==> src/hw/rtl/wsd_pkg.sv <==
// Package for the frame deframer: payload structs, config struct and codes.
// No dependencies.
package wsd_pkg;

    typedef struct packed {
        logic [1:0] event_kind;
        logic [7:0] rx_byte;
    } in_t;

    typedef struct packed {
        logic [2:0] result_kind;
        logic [7:0] payload_byte;
        logic [3:0] frame_opcode;
        logic       frame_last;
        logic [1:0] control_action;
        logic [2:0] error_code;
        logic       closed;
    } out_t;

    typedef struct packed {
        logic        role_client;
        logic [31:0] max_frame_length;
    } cfg_t;

    // register indexes
    localparam logic REG_ROLE_CLIENT = 1'b0;
    localparam logic REG_MAX_LENGTH  = 1'b1;
    localparam logic [31:0] MAX_LENGTH_RESET = 32'd67108864;

    // event kinds
    localparam logic [1:0] EV_BYTE       = 2'd0;
    localparam logic [1:0] EV_CLOSE_SENT = 2'd1;
    localparam logic [1:0] EV_STREAM_END = 2'd2;

    // result kinds
    localparam logic [2:0] KIND_NONE    = 3'd0;
    localparam logic [2:0] KIND_DATA    = 3'd1;
    localparam logic [2:0] KIND_CONTROL = 3'd2;
    localparam logic [2:0] KIND_ERROR   = 3'd3;
    localparam logic [2:0] KIND_IGNORED = 3'd4;

    // control actions
    localparam logic [1:0] ACT_NONE      = 2'd0;
    localparam logic [1:0] ACT_PONG      = 2'd1;
    localparam logic [1:0] ACT_CLOSE     = 2'd2;
    localparam logic [1:0] ACT_PONG_SEEN = 2'd3;

    // error codes
    localparam logic [2:0] ERR_RESERVED   = 3'd0;
    localparam logic [2:0] ERR_MASK_ROLE  = 3'd1;
    localparam logic [2:0] ERR_BAD_CTRL   = 3'd2;
    localparam logic [2:0] ERR_DATA_OP    = 3'd3;
    localparam logic [2:0] ERR_OVERSIZE   = 3'd4;
    localparam logic [2:0] ERR_UNKNOWN_OP = 3'd5;

    // opcodes
    localparam logic [3:0] OP_CONT   = 4'h0;
    localparam logic [3:0] OP_BINARY = 4'h2;
    localparam logic [3:0] OP_CLOSE  = 4'h8;
    localparam logic [3:0] OP_PING   = 4'h9;
    localparam logic [3:0] OP_PONG   = 4'hA;

    // length codes in the second header byte
    localparam logic [6:0] LEN_EXT16 = 7'd126;
    localparam logic [6:0] LEN_EXT64 = 7'd127;
    localparam logic [63:0] CTRL_MAX_LEN = 64'd125;

endpackage

==> src/hw/rtl/wsd_cfg.sv <==
// APB-style configuration registers of the frame deframer.
// Depends on wsd_pkg.
module wsd_cfg
    import wsd_pkg::*;
(
    input  logic        clk,
    input  logic        rst_n,
    input  logic        psel,
    input  logic        penable,
    input  logic        pwrite,
    input  logic [2:0]  paddr,
    input  logic [31:0] pwdata,
    output logic [31:0] prdata,
    output logic        pready,
    output cfg_t        cfg
);

    logic        role_client_reg;
    logic [31:0] max_frame_length_reg;
    logic        wr_en;

    assign pready = 1'b1;
    assign wr_en  = psel & penable & pwrite;

    always_ff @(posedge clk or negedge rst_n)
    begin
        if (!rst_n)
        begin
            role_client_reg      <= 1'b0;
            max_frame_length_reg <= MAX_LENGTH_RESET;
        end
        else if (wr_en)
        begin
            unique case (paddr[2])
                REG_ROLE_CLIENT: role_client_reg      <= pwdata[0];
                REG_MAX_LENGTH:  max_frame_length_reg <= pwdata;
                default: ;
            endcase
        end
    end

    always_comb
    begin
        unique case (paddr[2])
            REG_ROLE_CLIENT: prdata = {31'd0, role_client_reg};
            REG_MAX_LENGTH:  prdata = max_frame_length_reg;
            default:         prdata = 32'd0;
        endcase
    end

    assign cfg.role_client      = role_client_reg;
    assign cfg.max_frame_length = max_frame_length_reg;

endmodule

==> src/hw/rtl/wsd_core.sv <==
// Frame parser state and the per-byte step logic of the deframer.
// Depends on wsd_pkg; result is registered by wsd_out.
module wsd_core
    import wsd_pkg::*;
(
    input  logic clk,
    input  logic rst_n,
    input  logic step,
    input  in_t  item,
    input  cfg_t cfg,
    output out_t res
);

    localparam logic [2:0] PH_BYTE0   = 3'd0;
    localparam logic [2:0] PH_BYTE1   = 3'd1;
    localparam logic [2:0] PH_EXT16   = 3'd2;
    localparam logic [2:0] PH_EXT64   = 3'd3;
    localparam logic [2:0] PH_KEY     = 3'd4;
    localparam logic [2:0] PH_PAYLOAD = 3'd5;

    logic [2:0]  parse_phase_reg, parse_phase_next;
    logic [3:0]  header_index_reg, header_index_next;
    logic [3:0]  saved_opcode_reg, saved_opcode_next;
    logic        saved_fin_reg, saved_fin_next;
    logic        saved_masked_reg, saved_masked_next;
    logic [2:0]  saved_reserved_reg, saved_reserved_next;
    logic [63:0] length_accumulator_reg, length_accumulator_next;
    logic [31:0] mask_key_reg, mask_key_next;
    logic [1:0]  mask_position_reg, mask_position_next;
    logic [63:0] bytes_remaining_reg, bytes_remaining_next;
    logic        frame_is_control_reg, frame_is_control_next;
    logic        close_received_reg, close_received_next;
    logic        close_sent_reg, close_sent_next;
    logic        error_latched_reg, error_latched_next;
    logic [2:0]  latched_code_reg, latched_code_next;

    logic [7:0]  b;
    logic [3:0]  hdr_idx_inc;
    logic [63:0] acc_shift;
    logic [7:0]  key_byte;
    logic        rem_last;

    // shared end-of-header check
    logic        hd_go;
    logic [63:0] hd_len;
    logic        hd_masked;
    logic        hd_ctl;
    logic        hd_bad;
    logic [2:0]  hd_code;
    logic        ctrl_end;

    logic [2:0]  o_kind;
    logic [7:0]  o_byte;
    logic        o_last;
    logic [1:0]  o_action;
    logic [2:0]  o_err;

    assign b           = item.rx_byte;
    assign hdr_idx_inc = header_index_reg + 4'd1;
    assign acc_shift   = {length_accumulator_reg[55:0], b};
    assign key_byte    = mask_key_reg[{~mask_position_reg, 3'b000} +: 8];
    assign rem_last    = (bytes_remaining_reg[63:1] == 63'd0);
    assign hd_ctl      = saved_opcode_reg[3];

    always_comb
    begin
        hd_bad  = 1'b1;
        hd_code = ERR_MASK_ROLE;
        if (cfg.role_client == hd_masked)
            hd_code = ERR_MASK_ROLE;
        else if (hd_ctl && (!saved_fin_reg || hd_len > CTRL_MAX_LEN))
            hd_code = ERR_BAD_CTRL;
        else if (!hd_ctl && saved_opcode_reg != OP_BINARY && saved_opcode_reg != OP_CONT)
            hd_code = ERR_DATA_OP;
        else if (hd_len > {32'd0, cfg.max_frame_length})
            hd_code = ERR_OVERSIZE;
        else
            hd_bad = 1'b0;
    end

    always_comb
    begin
        parse_phase_next        = parse_phase_reg;
        header_index_next       = header_index_reg;
        saved_opcode_next       = saved_opcode_reg;
        saved_fin_next          = saved_fin_reg;
        saved_masked_next       = saved_masked_reg;
        saved_reserved_next     = saved_reserved_reg;
        length_accumulator_next = length_accumulator_reg;
        mask_key_next           = mask_key_reg;
        mask_position_next      = mask_position_reg;
        bytes_remaining_next    = bytes_remaining_reg;
        frame_is_control_next   = frame_is_control_reg;
        close_received_next     = close_received_reg;
        close_sent_next         = close_sent_reg;
        error_latched_next      = error_latched_reg;
        latched_code_next       = latched_code_reg;

        o_kind    = KIND_NONE;
        o_byte    = 8'd0;
        o_last    = 1'b0;
        o_action  = ACT_NONE;
        o_err     = 3'd0;
        hd_go     = 1'b0;
        hd_len    = length_accumulator_reg;
        hd_masked = saved_masked_reg;
        ctrl_end  = 1'b0;

        if (item.event_kind == EV_CLOSE_SENT)
            close_sent_next = 1'b1;
        else if (item.event_kind == EV_STREAM_END)
            close_received_next = 1'b1;
        else if (item.event_kind == EV_BYTE)
        begin
            if (error_latched_reg)
            begin
                o_kind = KIND_ERROR;
                o_err  = latched_code_reg;
            end
            else if (close_received_reg)
                o_kind = KIND_IGNORED;
            else
            begin
                unique case (parse_phase_reg)
                    PH_BYTE0:
                    begin
                        saved_fin_next      = b[7];
                        saved_reserved_next = b[6:4];
                        saved_opcode_next   = b[3:0];
                        parse_phase_next    = PH_BYTE1;
                    end
                    PH_BYTE1:
                    begin
                        saved_masked_next       = b[7];
                        mask_key_next           = 32'd0;
                        length_accumulator_next = 64'd0;
                        header_index_next       = 4'd0;
                        if (saved_reserved_reg != 3'd0)
                        begin
                            error_latched_next = 1'b1;
                            latched_code_next  = ERR_RESERVED;
                            o_kind             = KIND_ERROR;
                            o_err              = ERR_RESERVED;
                        end
                        else if (b[6:0] == LEN_EXT16)
                            parse_phase_next = PH_EXT16;
                        else if (b[6:0] == LEN_EXT64)
                            parse_phase_next = PH_EXT64;
                        else
                        begin
                            length_accumulator_next = {57'd0, b[6:0]};
                            if (b[7])
                                parse_phase_next = PH_KEY;
                            else
                            begin
                                hd_go     = 1'b1;
                                hd_len    = {57'd0, b[6:0]};
                                hd_masked = 1'b0;
                            end
                        end
                    end
                    PH_EXT16, PH_EXT64:
                    begin
                        length_accumulator_next = acc_shift;
                        header_index_next       = hdr_idx_inc;
                        if ((parse_phase_reg == PH_EXT16 && hdr_idx_inc >= 4'd2) ||
                            hdr_idx_inc >= 4'd8)
                        begin
                            header_index_next = 4'd0;
                            if (saved_masked_reg)
                                parse_phase_next = PH_KEY;
                            else
                            begin
                                hd_go  = 1'b1;
                                hd_len = acc_shift;
                            end
                        end
                    end
                    PH_KEY:
                    begin
                        mask_key_next     = {mask_key_reg[23:0], b};
                        header_index_next = hdr_idx_inc;
                        if (hdr_idx_inc >= 4'd4)
                            hd_go = 1'b1;
                    end
                    PH_PAYLOAD:
                    begin
                        mask_position_next = mask_position_reg + 2'd1;
                        o_kind = frame_is_control_reg ? KIND_CONTROL : KIND_DATA;
                        o_byte = saved_masked_reg ? (b ^ key_byte) : b;
                        if (rem_last)
                        begin
                            bytes_remaining_next = 64'd0;
                            parse_phase_next     = PH_BYTE0;
                            o_last               = 1'b1;
                            ctrl_end             = frame_is_control_reg;
                        end
                        else
                            bytes_remaining_next = bytes_remaining_reg - 64'd1;
                    end
                    default:
                        parse_phase_next = PH_BYTE0;
                endcase
            end
        end

        if (hd_go)
        begin
            if (hd_bad)
            begin
                error_latched_next = 1'b1;
                latched_code_next  = hd_code;
                o_kind             = KIND_ERROR;
                o_err              = hd_code;
            end
            else
            begin
                frame_is_control_next = hd_ctl;
                mask_position_next    = 2'd0;
                bytes_remaining_next  = hd_len;
                header_index_next     = 4'd0;
                if (hd_len == 64'd0)
                begin
                    parse_phase_next = PH_BYTE0;
                    o_last           = 1'b1;
                    ctrl_end         = hd_ctl;
                end
                else
                    parse_phase_next = PH_PAYLOAD;
            end
        end

        if (ctrl_end)
        begin
            case (saved_opcode_reg)
                OP_PING:  o_action = ACT_PONG;
                OP_PONG:  o_action = ACT_PONG_SEEN;
                OP_CLOSE:
                begin
                    close_received_next = 1'b1;
                    if (!close_sent_reg)
                    begin
                        close_sent_next = 1'b1;
                        o_action        = ACT_CLOSE;
                    end
                end
                default:
                begin
                    // unknown control opcode: error replaces the result of the frame's last byte
                    error_latched_next = 1'b1;
                    latched_code_next  = ERR_UNKNOWN_OP;
                    o_kind             = KIND_ERROR;
                    o_byte             = 8'd0;
                    o_err              = ERR_UNKNOWN_OP;
                end
            endcase
        end
    end

    always_ff @(posedge clk or negedge rst_n)
    begin
        if (!rst_n)
        begin
            parse_phase_reg        <= PH_BYTE0;
            header_index_reg       <= 4'd0;
            saved_opcode_reg       <= 4'd0;
            saved_fin_reg          <= 1'b0;
            saved_masked_reg       <= 1'b0;
            saved_reserved_reg     <= 3'd0;
            length_accumulator_reg <= 64'd0;
            mask_key_reg           <= 32'd0;
            mask_position_reg      <= 2'd0;
            bytes_remaining_reg    <= 64'd0;
            frame_is_control_reg   <= 1'b0;
            close_received_reg     <= 1'b0;
            close_sent_reg         <= 1'b0;
            error_latched_reg      <= 1'b0;
            latched_code_reg       <= 3'd0;
        end
        else if (step)
        begin
            parse_phase_reg        <= parse_phase_next;
            header_index_reg       <= header_index_next;
            saved_opcode_reg       <= saved_opcode_next;
            saved_fin_reg          <= saved_fin_next;
            saved_masked_reg       <= saved_masked_next;
            saved_reserved_reg     <= saved_reserved_next;
            length_accumulator_reg <= length_accumulator_next;
            mask_key_reg           <= mask_key_next;
            mask_position_reg      <= mask_position_next;
            bytes_remaining_reg    <= bytes_remaining_next;
            frame_is_control_reg   <= frame_is_control_next;
            close_received_reg     <= close_received_next;
            close_sent_reg         <= close_sent_next;
            error_latched_reg      <= error_latched_next;
            latched_code_reg       <= latched_code_next;
        end
    end

    assign res.result_kind    = o_kind;
    assign res.payload_byte   = o_byte;
    assign res.frame_opcode   = saved_opcode_next;
    assign res.frame_last     = o_last;
    assign res.control_action = o_action;
    assign res.error_code     = o_err;
    assign res.closed         = close_received_next;

endmodule

==> src/hw/rtl/wsd_out.sv <==
// Result register with a skid entry, so input is taken while a result waits.
// Depends on wsd_pkg.
module wsd_out
    import wsd_pkg::*;
(
    input  logic clk,
    input  logic rst_n,
    input  logic push,
    input  out_t push_data,
    output logic can_push,
    output logic result_valid,
    input  logic result_ready,
    output out_t result
);

    logic main_valid_reg;
    logic skid_valid_reg;
    out_t main_reg;
    out_t skid_reg;
    logic pop;

    assign pop          = main_valid_reg & result_ready;
    assign can_push     = ~skid_valid_reg;
    assign result_valid = main_valid_reg;
    assign result       = main_reg;

    always_ff @(posedge clk or negedge rst_n)
    begin
        if (!rst_n)
        begin
            main_valid_reg <= 1'b0;
            skid_valid_reg <= 1'b0;
        end
        else if (skid_valid_reg)
        begin
            if (pop)
                skid_valid_reg <= 1'b0;
        end
        else if (push)
        begin
            if (main_valid_reg && !pop)
                skid_valid_reg <= 1'b1;
            else
                main_valid_reg <= 1'b1;
        end
        else if (pop)
            main_valid_reg <= 1'b0;
    end

    always_ff @(posedge clk)
    begin
        if (skid_valid_reg)
        begin
            if (pop)
                main_reg <= skid_reg;
        end
        else if (push)
        begin
            if (main_valid_reg && !pop)
                skid_reg <= push_data;
            else
                main_reg <= push_data;
        end
    end

endmodule

==> src/hw/rtl/websocket_frame_deframer.sv <==
// WebSocket receive-side frame deframer, one event per transaction.
// Channels: item (event_kind, rx_byte) in, result (one per item) out, both
// valid/ready; configuration through an APB-style port, role_client at 0x0 and
// max_frame_length at 0x4, to be written only while the block is idle.
// Each accepted item is parsed against the frame state in the same cycle and
// its result is registered in wsd_out before it shows on result_valid.
// Throughput is one item per cycle while item_ready is high; the step logic is a
// single pass of header decode, 64-bit length compares, a decrement and an XOR.
// The result register has a skid entry behind it, so one more item is taken
// while a result waits; item_ready drops only when both entries are full
// and rises the cycle after the receiver takes a result.
// Reset (rst_n, asynchronous) returns the parser to the first header byte,
// clears the sticky error and close flags, sets role_client to 0 and
// max_frame_length to 64 MiB, and empties the result stage.
// Depends on wsd_pkg, wsd_cfg, wsd_core, wsd_out.
module websocket_frame_deframer
    import wsd_pkg::*;
(
    input  logic        clk,
    input  logic        rst_n,
    input  logic        item_valid,
    output logic        item_ready,
    input  in_t         item,
    output logic        result_valid,
    input  logic        result_ready,
    output out_t        result,
    input  logic        psel,
    input  logic        penable,
    input  logic        pwrite,
    input  logic [2:0]  paddr,
    input  logic [31:0] pwdata,
    output logic [31:0] prdata,
    output logic        pready
);

    cfg_t cfg;
    out_t step_res;
    logic accept;

    assign accept = item_valid & item_ready;

    wsd_cfg u_cfg (
        .clk     (clk),
        .rst_n   (rst_n),
        .psel    (psel),
        .penable (penable),
        .pwrite  (pwrite),
        .paddr   (paddr),
        .pwdata  (pwdata),
        .prdata  (prdata),
        .pready  (pready),
        .cfg     (cfg)
    );

    wsd_core u_core (
        .clk   (clk),
        .rst_n (rst_n),
        .step  (accept),
        .item  (item),
        .cfg   (cfg),
        .res   (step_res)
    );

    wsd_out u_out (
        .clk          (clk),
        .rst_n        (rst_n),
        .push         (accept),
        .push_data    (step_res),
        .can_push     (item_ready),
        .result_valid (result_valid),
        .result_ready (result_ready),
        .result       (result)
    );

endmodule

==> config.mk <==
export PLATFORM = sky130hd
export DESIGN_NAME = websocket_frame_deframer
export DESIGN_NICKNAME = d
export VERILOG_FILES = /design/src/hw/rtl/wsd_pkg.sv /design/src/hw/rtl/wsd_cfg.sv /design/src/hw/rtl/wsd_core.sv /design/src/hw/rtl/wsd_out.sv /design/src/hw/rtl/websocket_frame_deframer.sv
export SDC_FILE = /design/constraint.sdc
export NUM_CORES = 1
export LEC_CHECK = 0
export ABC_AREA = 1
export BUFFER_PORTS_ARGS = -buffer_cell sky130_fd_sc_hd__clkbuf_2
export CORE_MARGIN = 2
export CORE_UTILIZATION = 45
export DETAILED_ROUTE_END_ITERATION = 16
export PLACE_DENSITY = 0.59
export SETUP_SLACK_MARGIN = 0.05
export SYNTH_ARGS = -nofsm -noshare
export SYNTH_HDL_FRONTEND = slang
export SYNTH_SLANG_ARGS = --single-unit
==> constraint.sdc <==
create_clock -name clk -period 11.7 [get_ports clk]
set_clock_uncertainty 0.15 [all_clocks]
set_input_delay 2.34 -clock clk [delete_from_list [all_inputs] [get_ports clk]]
set_output_delay 2.34 -clock clk [all_outputs]
set_load 0.02 [all_outputs]
==> impl_results.md <==
- Initial DRC count: 1,186
- Syn-to-layout area delta: 10.9%
- Via count: 15.3k
- Port Buffer Count: 105
- Final setup viols: 0
- Largest net degree at the start of global routing: 116
- Nets: 2,450
- Drt first pass iters: 7
- Final hold vios: 0
- Clock share of power: 45.7%
- Synth top area cells: dfrtp_1 (33%), nand2_1 (11%), inv_1 (8.7%)
- Max IR drop VDD: 0.102 mV
- RSZ-0062 raised after global routing: false
- Tot Pwr: 2.12 mW
- Final WS setup: 3.59 ns
- Cell taking the most area after synthesis: dfrtp_1
- Fmax: 123 MHz
- Sw Share: 25.4%
- Placed Area: 17,300 um^2
- NetSw: 537 uW
- CTS Sinks: 264
- Syn_nets: 2,388
- ANT nets after route: 0
- Pint: 1.58 mW
- Synthesis-stage register bit count: 264
- Die Ht: 195 um
- Num CTS Buffers: 31
- Starting Density: 45.4%
- Status: complete, no violations
- CP max FO: 62
- Async SR Flop Fraction: 83.3%
- Global route total overflow: 0
- CP Class: input port to flop
- Die width: 195 um
- Post-CTS Setup Inserts: 0
- Measured slew at the worst slew-check pin: 1.11 ns
- Yosys top cell area share: 33.2%
- First-pass GRT wire length: 78,300 um
- Die area: 38,200 um^2
- Post-Route Setup TNS: 0 ns
- Synth Flop Type: dfrtp_1
- Gpl congestion: 0.922
- CTS root buf: clkbuf_16
- Total core area: 36,300 um^2
- Cells after Synth: 2,299
- Fillers: 3,636
- Leak: 9.06 nW
- CTS Hold Bufs: 0
- YS warnings: 0
- Average size of a mapped cell: 7.17 um^2
- Slew headroom: 25.6%
- Row count: 70
- Logic pwr share: 8.6%
- # IOs: 109
- Drt total wl: 48,800 um
- Final Cell Area: 18,300 um^2
- Clock period minus worst slack: 8.11 ns
- Vias in the first global route: 14.6k
- WP data required: 11.84 ns
- CP arrival: 8.25 ns
- H-tree levels: 1
- Post-synth EDFFs: 44
- Clock tree buffer depth: 3
- Final max-slew violation count: 0
- Clock slew at reported path FFs: 0.06 ns
- Share of cells above drive strength 1: 9.22%
- Vias/cell: 5.37
- Top post-synthesis cells by count: nand2_1 (478), inv_1 (381), nor2_1 (289)
- Fin util: 50.3%
- Register area share after synthesis: 41.4%
- Worst hold-check path type: flop to flop
- Final Cycle Share: 69.3%
- Startpoint types: input port
- DRC viols: 0
- CTS tree: yes
- Post-DP HPWL: 33,800 um
- Post-CTS sizing: 0
- Post-DR wirelength/cell: 17.1 um
- Setup WS pre-CTS: 3.09 ns
- Synth Cell Area: 16,500 um^2
- Sequential share of power: 45.7%
- Critical Path Sink Type: flop
- GRT Overall Usage: 25.6%
- Ant. Diodes: 0
- Initial antenna violation count: 2
- Clk_lat worst skew: 0.58 ns
- Post-synth cell types: 61
- Most common cell in the synthesized netlist: nand2_1
- # Max-Cap Violations: 0
- Pwr per Cell Area: 116 nW/um^2
-- power by group through the flow --
| stage | clock [mW] | combinational (mW) | sequential, mW |
|---|---|---|---|
| 3_5_place_dp | 0 | 0.182 | 0.984 |
| 4_1_cts | 0.992 | 0.183 | 0.967 |
| 3_3_place_gp | 0 | 0.177 | 0.983 |
| 2_1_floorplan | 0 | 0.110 | 0.980 |
| 6_report | 0.967 | 0.181 | 0.967 |
| 5_1_grt | 1.03 | 0.205 | 0.969 |
-- cell usage in the layout (no fill, tap or decap), drive strengths merged, types with 3 or more instances in the layout --
cell type,count
o32ai,4
o22ai,53
a31oi,6
o21ai,222
xnor2,3
buf,16
clkinv,17
edfxtp,44
a21oi,144
nand2,486
xor2,31
nand3,92
dfrtp,219
a21boi,22
nor4,18
o41ai,4
o221ai,5
o211ai,12
clkbuf,144
inv,389
nor3,44
o21bai,6
o2bb2ai,4
nand4,36
nor2,301
ha,37
o31ai,6
-- per-stage QoR --
step	instances	hold slack (ns)
final	2853	0.331
after global routing	2853	0.372
after CTS	2853	0.329
after detailed placement	2796	0.313
after global placement	2796	0.312
after floorplan	2299	0.292
-- worst max-delay path: stages --
cell      delay (ns)
clkbuf_2        0.11
inv_1           0.06
ha_1            0.23
inv_2           0.12
nand2_4         0.09
nor2_4          0.19
nand2_4         0.29
nor2_4          0.39
nand3_4         0.63
a21oi_2         0.64
inv_1           0.09
ha_1            0.30
nand2_1         0.07
inv_1           0.05
nand3_1         0.08
nor4_1          0.38
nand2_1         0.10
o21ai_0         0.17
nand2_1         0.19
nand3_2         0.19
nor2_2          0.08
nand3_2         0.08
buf_4           0.54
inv_2           0.35
nand3_1         0.15
nand2_1         0.08
o21ai_0         0.08
a21oi_1         0.08
-- final timing paths --
check | startpoint | to | slack, ns | depth (start not counted)
max | item[9] | u_out.result[5]$_DFFE_PP_ | 3.59 | 28
max reg2reg | u_core.parse_phase_reg[2]$_DFFE_PN0P_ | u_out.result[5]$_DFFE_PP_ | 4.94 | 25
min reg2reg | u_core.length_accumulator_reg[61]$_DFFE_PN0P_ | u_core.length_accumulator_reg[61]$_DFFE_PN0P_ | 0.33 | 2
max in group asynchronous | rst_n | u_core.mask_key_reg[3]$_DFFE_PN0P_ | 8.35 | 2
min in group asynchronous | rst_n | u_core.bytes_remaining_reg[31]$_DFFE_PN0P_ | 1.66 | 1
min | u_core.length_accumulator_reg[61]$_DFFE_PN0P_ | u_core.length_accumulator_reg[61]$_DFFE_PN0P_ | 0.33 | 2
-- area by class of cell --
cell class / count / area, um^2 / share of cell area (%)
well taps: 468 / 586 / 3.20
clock inverters: 17 / 139 / 0.759
flip-flops and latches: 264 / 6830 / 37.3
repair buffers: 120 / 648 / 3.54
clock buffers: 40 / 870 / 4.75
inverters: 392 / 1470 / 8.06
multi-input cells: 1552 / 7750 / 42.4
-- layer usage --
layer  global-route usage [%]  vias up  wire length, um
met1                     35.9     7167            22200
met3                     4.20       92             3030
met4                     7.69        2             1480
met5                        0        -               13
li1                         -     7575                -
met2                     40.7      489            22100
-- kinds of logic after synthesis --
group,Yosys count,synth area share (%)
compound gates,499,17.1
xor+xnor,34,1.81
fa+ha+maj,37,2.81
buf+inv,483,11.8
flops,264,41.4
other cells,1,0.0227
simple gates,981,25.1
Power figures use the tool's default switching activity.
